<file path="src/rtl/binary_to_decimal_digits_unit_macros.svh">
`ifndef BINARY_TO_DECIMAL_DIGITS_UNIT_MACROS_SVH
`define BINARY_TO_DECIMAL_DIGITS_UNIT_MACROS_SVH

// same-cycle implication
`define B2D_ASSERT_NOW(label, ante, cons, msg) \
  label: assert property (@(posedge clk) disable iff (rst) (ante) |-> (cons)) \
    else $error(msg);

// next-cycle implication
`define B2D_ASSERT_NEXT(label, ante, cons, msg) \
  label: assert property (@(posedge clk) disable iff (rst) (ante) |=> (cons)) \
    else $error(msg);

`endif

</file>
<file path="src/rtl/b2d_pkg.sv">
package b2d_pkg;

  localparam int VALUE_W        = 32;
  localparam int DIGIT_W        = 4;
  localparam int MAX_DIGITS_DEF = 10;

endpackage

</file>
<file path="src/rtl/binary_to_decimal_digits_unit.sv">
// Flow: the converter runs a shift-add-three step for each value bit, then
// hands the digits over to the shifter, which drops leading zeros before the
// first digit word is shown; the digit shifter overlaps the converter and
// holds a word while out_ready is low.
// A new value enters the converter while the previous one is still sent.
// Reset: synchronous, active high; clears all control state, no words held.
`include "binary_to_decimal_digits_unit_macros.svh"

module binary_to_decimal_digits_unit #(
  parameter int MAX_DIGITS = b2d_pkg::MAX_DIGITS_DEF
) (
  input  logic                          clk,
  input  logic                          rst,
  input  logic                          in_valid,
  output logic                          in_ready,
  input  logic [b2d_pkg::VALUE_W-1:0]   value,
  output logic                          out_valid,
  input  logic                          out_ready,
  output logic [b2d_pkg::DIGIT_W-1:0]   digit,
  output logic                          last
);
  import b2d_pkg::*;

  localparam int BCD_W = DIGIT_W * MAX_DIGITS;

  logic             done;
  logic             take;
  logic [BCD_W-1:0] bcd;

  b2d_dabble #(.MAX_DIGITS(MAX_DIGITS)) u_dabble (
    .clk   (clk),
    .rst   (rst),
    .start (in_valid),
    .value (value),
    .idle  (in_ready),
    .done  (done),
    .take  (take),
    .bcd   (bcd)
  );

  b2d_emit #(.MAX_DIGITS(MAX_DIGITS)) u_emit (
    .clk       (clk),
    .rst       (rst),
    .done      (done),
    .take      (take),
    .bcd       (bcd),
    .out_valid (out_valid),
    .out_ready (out_ready),
    .digit     (digit),
    .last      (last)
  );

  `B2D_ASSERT_NEXT(a_busy_after_accept, in_valid && in_ready, !in_ready, "ready during conversion")
  `B2D_ASSERT_NOW(a_digit_decimal, out_valid, digit <= DIGIT_W'(9), "digit above nine")
  `B2D_ASSERT_NEXT(a_end_of_run, out_valid && out_ready && last, !out_valid, "word after last")

endmodule

</file>
<file path="src/rtl/b2d_dabble.sv">
module b2d_dabble #(
  parameter int MAX_DIGITS = b2d_pkg::MAX_DIGITS_DEF
) (
  input  logic                                        clk,
  input  logic                                        rst,
  input  logic                                        start,
  input  logic [b2d_pkg::VALUE_W-1:0]                 value,
  output logic                                        idle,
  output logic                                        done,
  input  logic                                        take,
  output logic [b2d_pkg::DIGIT_W*MAX_DIGITS-1:0]      bcd
);
  import b2d_pkg::*;

  localparam int BCD_W = DIGIT_W * MAX_DIGITS;
  localparam int CNT_W = $clog2(VALUE_W);

  logic [VALUE_W-1:0] bin;
  logic [CNT_W-1:0]   cnt;
  logic               busy;
  logic [BCD_W-1:0]   adj;
  logic [BCD_W-1:0]   bcd_next;

  always_comb begin
    for (int i = 0; i < MAX_DIGITS; i++) begin
      if (bcd[i*DIGIT_W +: DIGIT_W] >= DIGIT_W'(5)) begin
        adj[i*DIGIT_W +: DIGIT_W] = bcd[i*DIGIT_W +: DIGIT_W] + DIGIT_W'(3);
      end else begin
        adj[i*DIGIT_W +: DIGIT_W] = bcd[i*DIGIT_W +: DIGIT_W];
      end
    end
    bcd_next = {adj[BCD_W-2:0], bin[VALUE_W-1]};
  end

  assign idle = !busy && !done;

  always_ff @(posedge clk) begin
    if (rst) begin
      busy <= 1'b0;
      done <= 1'b0;
      cnt  <= '0;
    end else begin
      if (start && idle) begin
        bin  <= value;
        bcd  <= '0;
        cnt  <= '0;
        busy <= 1'b1;
      end else if (busy) begin
        bcd <= bcd_next;
        bin <= {bin[VALUE_W-2:0], 1'b0};
        cnt <= cnt + CNT_W'(1);
        if (cnt == CNT_W'(VALUE_W - 1)) begin
          busy <= 1'b0;
          done <= 1'b1;
        end
      end else if (done && take) begin
        done <= 1'b0;
      end
    end
  end

endmodule

</file>
<file path="src/rtl/b2d_emit.sv">
module b2d_emit #(
  parameter int MAX_DIGITS = b2d_pkg::MAX_DIGITS_DEF
) (
  input  logic                                        clk,
  input  logic                                        rst,
  input  logic                                        done,
  output logic                                        take,
  input  logic [b2d_pkg::DIGIT_W*MAX_DIGITS-1:0]      bcd,
  output logic                                        out_valid,
  input  logic                                        out_ready,
  output logic [b2d_pkg::DIGIT_W-1:0]                 digit,
  output logic                                        last
);
  import b2d_pkg::*;

  localparam int BCD_W = DIGIT_W * MAX_DIGITS;
  localparam int REM_W = $clog2(MAX_DIGITS + 1);

  typedef enum logic [1:0] {IDLE, SKIP, SEND} state_t;

  state_t           state;
  logic [BCD_W-1:0] digits;
  logic [REM_W-1:0] remain;
  logic [DIGIT_W-1:0] top;

  assign top       = digits[BCD_W-1 -: DIGIT_W];
  assign take      = done && (state == IDLE);
  assign out_valid = (state == SEND);
  assign digit     = top;
  assign last      = (remain == REM_W'(1));

  always_ff @(posedge clk) begin
    if (rst) begin
      state  <= IDLE;
      remain <= '0;
    end else begin
      unique case (state)
        IDLE: begin
          if (done) begin
            digits <= bcd;
            remain <= REM_W'(MAX_DIGITS);
            state  <= SKIP;
          end
        end
        SKIP: begin
          if (top != '0) begin
            state <= SEND;
          end else if (remain == REM_W'(1)) begin
            state <= IDLE;
          end else begin
            digits <= {digits[BCD_W-DIGIT_W-1:0], {DIGIT_W{1'b0}}};
            remain <= remain - REM_W'(1);
          end
        end
        SEND: begin
          if (out_ready) begin
            if (remain == REM_W'(1)) begin
              state <= IDLE;
            end else begin
              digits <= {digits[BCD_W-DIGIT_W-1:0], {DIGIT_W{1'b0}}};
              remain <= remain - REM_W'(1);
            end
          end
        end
        default: state <= IDLE;
      endcase
    end
  end

endmodule
</file>
<file path="config.mk">
export PLATFORM = sky130hd
export DESIGN_NAME = binary_to_decimal_digits_unit
export DESIGN_NICKNAME = d
export VERILOG_FILES = /design/src/rtl/b2d_pkg.sv /design/src/rtl/binary_to_decimal_digits_unit.sv /design/src/rtl/b2d_dabble.sv /design/src/rtl/b2d_emit.sv
export VERILOG_INCLUDE_DIRS = /design/src /design/src/rtl
export SDC_FILE = /design/constraint.sdc
export NUM_CORES = 1
export LEC_CHECK = 0
export BUFFER_PORTS_ARGS = -buffer_cell sky130_fd_sc_hd__buf_2
export CELL_PAD_IN_SITES_DETAIL_PLACEMENT = 0
export CELL_PAD_IN_SITES_GLOBAL_PLACEMENT = 1
export CORE_MARGIN = 2
export CORE_UTILIZATION = 32
export DETAILED_ROUTE_END_ITERATION = 7
export PLACE_DENSITY_LB_ADDON = 0.1
export SLEW_MARGIN = 40
export SYNTH_ARGS = -nofsm -noshare
export SYNTH_HDL_FRONTEND = slang
export SYNTH_HIERARCHICAL = 1
export SYNTH_SLANG_ARGS = --single-unit
</file>
<file path="constraint.sdc">
create_clock -name clk -period 4.3 [get_ports clk]
set_input_delay 0.645 -clock clk [delete_from_list [all_inputs] [get_ports clk]]
set_output_delay 0.645 -clock clk [all_outputs]
set_load 0.02 [all_outputs]
</file>
After elaboration in Yosys (flattened, before gate mapping)
Cells that the tools add are included.
{"block": "op_classes", "n_reduce_logical": 17, "n_eq_ne": 8, "mux": 34, "bitwise_logic": 2, "add_sub_neg": 12, "magnitude_cmp": 10}
{"op": "40-bit two-way mux", "count": 5}
{"op": "40-bit case mux with 3 select lines", "count": 1}
{"op": "32-bit two-way mux", "count": 2}
{"op": "4-bit two-way mux", "count": 13}
{"op": "4-bit by 3-bit >= comparator with 1-bit output, second input constant", "count": 10}
{"op": "4-bit by 2-bit adder with 4-bit output, second input constant", "count": 9}
{"op": "4-bit case mux with 3 select lines", "count": 1}
{"op": "2-bit two-way mux", "count": 4}
{"op": "1-bit two-way mux", "count": 6}
{"op": "2-bit inequality test, second input constant", "count": 3}
{"op": "2-bit case mux with 3 select lines", "count": 1}
{"op": "5-bit by 1-bit adder with 5-bit output, second input constant", "count": 1}
{"op": "5-bit == test, second input constant", "count": 1}
{"op": "5-bit AND reduction", "count": 1}
{"op": "4-bit by 1-bit == test with 1-bit output, second input constant", "count": 1}
{"op": "1-bit logical AND", "count": 4}
{"op": "2-bit AND reduction", "count": 2}
{"op": "4-bit AND reduction", "count": 1}
{"op": "2-bit nonzero test", "count": 2}
{"op": "4-bit nonzero test", "count": 1}
{"op": "4-bit by 1-bit subtractor with 4-bit output, second input constant", "count": 1}
{"op": "3-bit by 2-bit adder with 3-bit output, second input constant", "count": 1}
{"op": "3-bit two-way mux", "count": 1}
{"op": "3-bit AND reduction", "count": 1}
{"op": "8 further kinds", "count": 10}
{"block": "word_totals", "output_inout_bits": 7, "elab_cells": 91, "inputBits": 36, "reg_bits": 125}

Depth between registers and ports, before layout
{"block": "depth", "ltp_word": 5, "mapped_depth": 7, "mapped_depth_nobuf": 7}

By module
The synthesis kept the hierarchy.
{"module": "b2d_dabble", "cells_per_inst": 337, "n_inst": 1, "area_each_um2": 4092.7, "seq_area_each_um2": 2302.2}
{"module": "b2d_emit", "cells_per_inst": 146, "n_inst": 1, "area_each_um2": 2170.8, "seq_area_each_um2": 1321.3}

Least setup slack after synthesis
Ideal clock, no wire load.
{"block": "synth_path", "kind": "input to register", "from": "input port in_valid", "to": "register u_dabble/bcd[0] (netlist name) (enable)", "t_arrival_ps": 4227, "setup_ps": 504, "t_required_ps": 3796, "setup_slack_ps": -431, "n_path_buf": 2, "stages": 5, "path_cell_list": "nor3b_2 buf_6 buf_2 nor2_1 nor2_1"}
{"block": "synth_via", "elab_chain_len": 3}
{"item": "from (decl)", "line_no": "binary_to_decimal_digits_unit.sv:14", "source": "input logic in_valid,"}
{"item": "1-bit logical AND", "line_no": "b2d_dabble.sv:43", "source": "if (start && idle) begin"}
{"item": "2-bit nonzero test (no source line)"}
{"item": "2-bit AND reduction (no source line)"}
{"item": "to (signal assigned)", "line_no": "b2d_dabble.sv:49", "source": "bcd <= bcd_next;"}
{"item": "to (decl)", "line_no": "b2d_dabble.sv:11", "source": "output logic [b2d_pkg::DIGIT_W*MAX_DIGITS-1:0] bcd"}
Every way passes these cells.
A chain may end at the register's enable or synchronous reset.

Worst setup path after layout
{"block": "layout_path", "from": "register u_emit.remain[1]", "to": "output port last"}
{"block": "layout_via", "elab_chain_len": 1}
{"item": "from (decl)", "line_no": "b2d_emit.sv:23", "source": "logic [REM_W-1:0] remain;"}
{"item": "from (signal assigned)", "line_no": "b2d_emit.sv:41", "source": "remain <= REM_W'(MAX_DIGITS);"}
{"item": "from (signal assigned)", "line_no": "b2d_emit.sv:52", "source": "remain <= remain - REM_W'(1);"}
{"item": "from (signal assigned)", "line_no": "b2d_emit.sv:61", "source": "remain <= remain - REM_W'(1);"}
{"item": "4-bit by 1-bit == test with 1-bit output", "line_no": "b2d_emit.sv:30", "source": "assign last = (remain == REM_W'(1));"}
{"item": "to (decl)", "line_no": "binary_to_decimal_digits_unit.sv:20", "source": "output logic last"}
Every way passes these cells.

==> out/results.tsv <==
metric	value	unit
maxCapViolCount	0	
highest_layer	met4	
wire_per_inst	13.4	µm
cts_resized	0	
skew	0.00558	ns
ys_seq_area_share	57.9	%
wl_met3	426	µm
synth_cells	483	
outcome	complete, no violations	
cts_sinks	125	
critPathMostFrequentCell	inv_1	
drcViolationCount	0	
fin_area	0.00723	mm²
syn2layout_area_growth	15.4	%
layout.nets	591	
io_pins	43	
dpl-instance-area	0.00671	mm²
grt_pass1_vias	3605	
worst_slack	1.83	ns
period_share	57.4	%
cp_max_fo	4	
dpl.cell_count	773	
die_h	144	µm
vias	3583	
path_clk_slew	0.05	ns
tightestPinTransition	0.709	ns
relSlewSlack	52.7	%
min_period	2.47	ns
dieArea	0.0207	mm²
power_leakage	2.66	nW
power.total	0.00302	W
max_stage_delay	0.48	ns
ant_nets	0	
critPathTopFamily	simple AND/OR/NAND/NOR gates	
h-tree-depth	4	
std_cell_rows	51	
synth_nets	547	
grt.total_usage	11.4	%
hold_viol	0	
syn_avg_cell_area	13.0	µm²
finalNonFillerCells	804	
hpwl	6690	µm
drive_gt1_share	31.7	%
grt_max_degree	73	
worstSetupPathType	reg -> out	
drt-total-wl	10800	µm
drtPass1Iterations	4	
initial_core_util	32.4	%
pre_cts_ws	1.61	ns
cts_tree	yes	
power.density	417	mW/mm²
report.final.slew_viol_count	0	
required	3.65	ns
path_cells	inv_1 -> ha_1 -> or3b_2 -> inv_1 -> buf_2	
cp_num_buf_inv	3	
grt_pass1_wl	18000	µm
yosysWarnings	6	
worstSkewPairLatency	0.41	ns
yosys_register_bits	125	
cp_slowest_cell	or3b_2	
fillers	1895	
grt-ovfl-total	0	
wl_met2	4970	µm
crit_path_start_kind	flip-flop	
met1Wirelength	5190	µm
viasPerCell	4.46	
hold_class	reg -> reg	
portBuffers	42	
setup_tns	0	ns
arrival	1.82	ns
n_antenna_cell	0	
setup_viol	0	
antenna_found_initial	0	
end_kind	output port	
synthesis.area	0.00626	mm²
cts_hold_buf	0	
vdd_drop_max	0.000263	V
cts_setup_buffers	0	
cts-root-buf	clkbuf_16	
die_w	144	µm
fmax	0.405	GHz
cts_inserted_buffers	17	
drt_iter0_drc	169	
core_area	0.0193	mm²
rsz0062_at_grt	false	
synthDistinctLibCells	38	
clockBufferDepth	2	
gp_congestion	0.696	
logic make-up (layout without fill, tap and decap cells):
logic type,Yosys count,after routing,share of synthesized area (%)
compound gates,46,46,4.43
mux,89,89,16.0
fa+ha+maj,28,28,5.59
buf+inv,51,107,4.49
simple gates,132,132,9.99
flops,125,125,57.9
xor+xnor,12,12,1.68
sequential cells by signal, summed over array words and instances, names as in the netlist:
name / cells
u_dabble/bcd: 40
u_emit/digits: 40
u_dabble/bin: 32
u_dabble/cnt: 5
u_emit/remain: 4
u_emit/state: 2
u_dabble/busy: 1
u_dabble/done: 1
cells in the mapped netlist:
cell type,count,area [µm²]
mux2_2,87,980
nor4_1,1,6.26
nor2_1,58,218
buf_1,2,7.51
buf_2,6,30.0
xnor2_1,1,8.76
a21oi_1,27,135
and3_1,1,6.26
edfxtp_1,112,3360
dfxtp_1,13,260
and3_4,1,11.3
o21ai_0,13,65.1
o211a_1,1,10.0
inv_1,28,105
mux2i_1,2,20.0
and4_4,1,11.3
o211ai_1,1,7.51
nor3_1,15,75.1
or3_2,1,7.51
or3_1,1,6.26
nor2b_1,7,43.8
nand4_1,3,18.8
and2_1,2,12.5
nand2_4,1,11.3
buf_4,6,45.0
o41ai_4,1,27.5
o31ai_1,1,7.51
nor3b_2,1,12.5
nand2b_1,13,81.3
nand3_1,1,5.00
or3b_2,1,8.76
a22o_2,1,10.0
ha_1,28,350
clkbuf_1,1,3.75
buf_6,8,90.1
xor2_1,11,96.3
nand2_1,24,90.1
a221oi_2,1,15.0
path summary, 6_finish.rpt:
kind	endpoint	start	slack, ns	cells after the start
min	u_emit/remain[3]$_SDFFE_PP0P_	u_emit/remain[3]$_SDFFE_PP0P_	0.50	2
min reg2reg	u_emit/remain[3]$_SDFFE_PP0P_	u_emit/remain[3]$_SDFFE_PP0P_	0.50	2
max	last	u_emit/remain[1]$_SDFFE_PP0P_	1.83	5
max reg2reg	u_dabble/bin[1]$_DFFE_PP_	u_dabble/busy$_SDFF_PP0_	1.87	4
worst register-to-register path, stage by stage, from the launching register on:
cell	delay (ns)
dfxtp_1	0.44
nor3b_4	0.25
buf_4	0.42
buf_4	0.63
mux2_2	0.45
per-layer routing:
| layer | global-route usage [%] | up-vias |
|---|---|---|
| met3 | 3.50 | 16 |
| li1 | - | 1816 |
| met2 | 17.9 | 57 |
| met4 | 4.80 | 0 |
| met5 | 0 | - |
| met1 | 14.5 | 1694 |
area by class of cell:
cell class              instances  area (µm²)  area share [%]
repair buffers                 48         274            3.79
multi-input cells             307        2380            32.9
flip-flops and latches        125        3620            50.1
well taps                     265         332            4.59
clock inverters                12        80.1            1.11
clock buffers                  19         433            5.99
inverters                      28         105            1.45
per-stage QoR:
step | util [%] | hold WS [ns]
after floorplan | - | 0.462
after global placement | 34.5 | 0.479
after detailed placement | 34.7 | 0.493
after CTS | 37.4 | 0.492
after global routing | 37.4 | 0.503
final | 37.4 | 0.503
power by group:
group	total (W)	internal (W)	switching [W]
combinational	0.000291	0.000148	0.000144
clock	0.00126	0.000773	0.000486
sequential	0.00147	0.00142	0.0000471
total	0.00302	0.00234	0.000677
cell usage in the layout (no fill, tap or decap), types with 2 or more instances in the layout:
cell type / instances
a21oi_1: 27
and2_1: 2
buf_2: 42
buf_4: 3
buf_8: 2
clkbuf_1: 2
clkbuf_16: 17
clkinv_1: 4
clkinv_2: 7
dfxtp_1: 13
edfxtp_1: 112
ha_1: 28
inv_1: 28
mux2_2: 87
mux2i_1: 2
nand2_1: 24
nand2b_1: 13
nand4_1: 3
nor2_1: 56
nor2_4: 2
nor2b_1: 7
nor3_1: 15
o21ai_0: 13
xor2_1: 11
(Power assumes the default switching activity.)
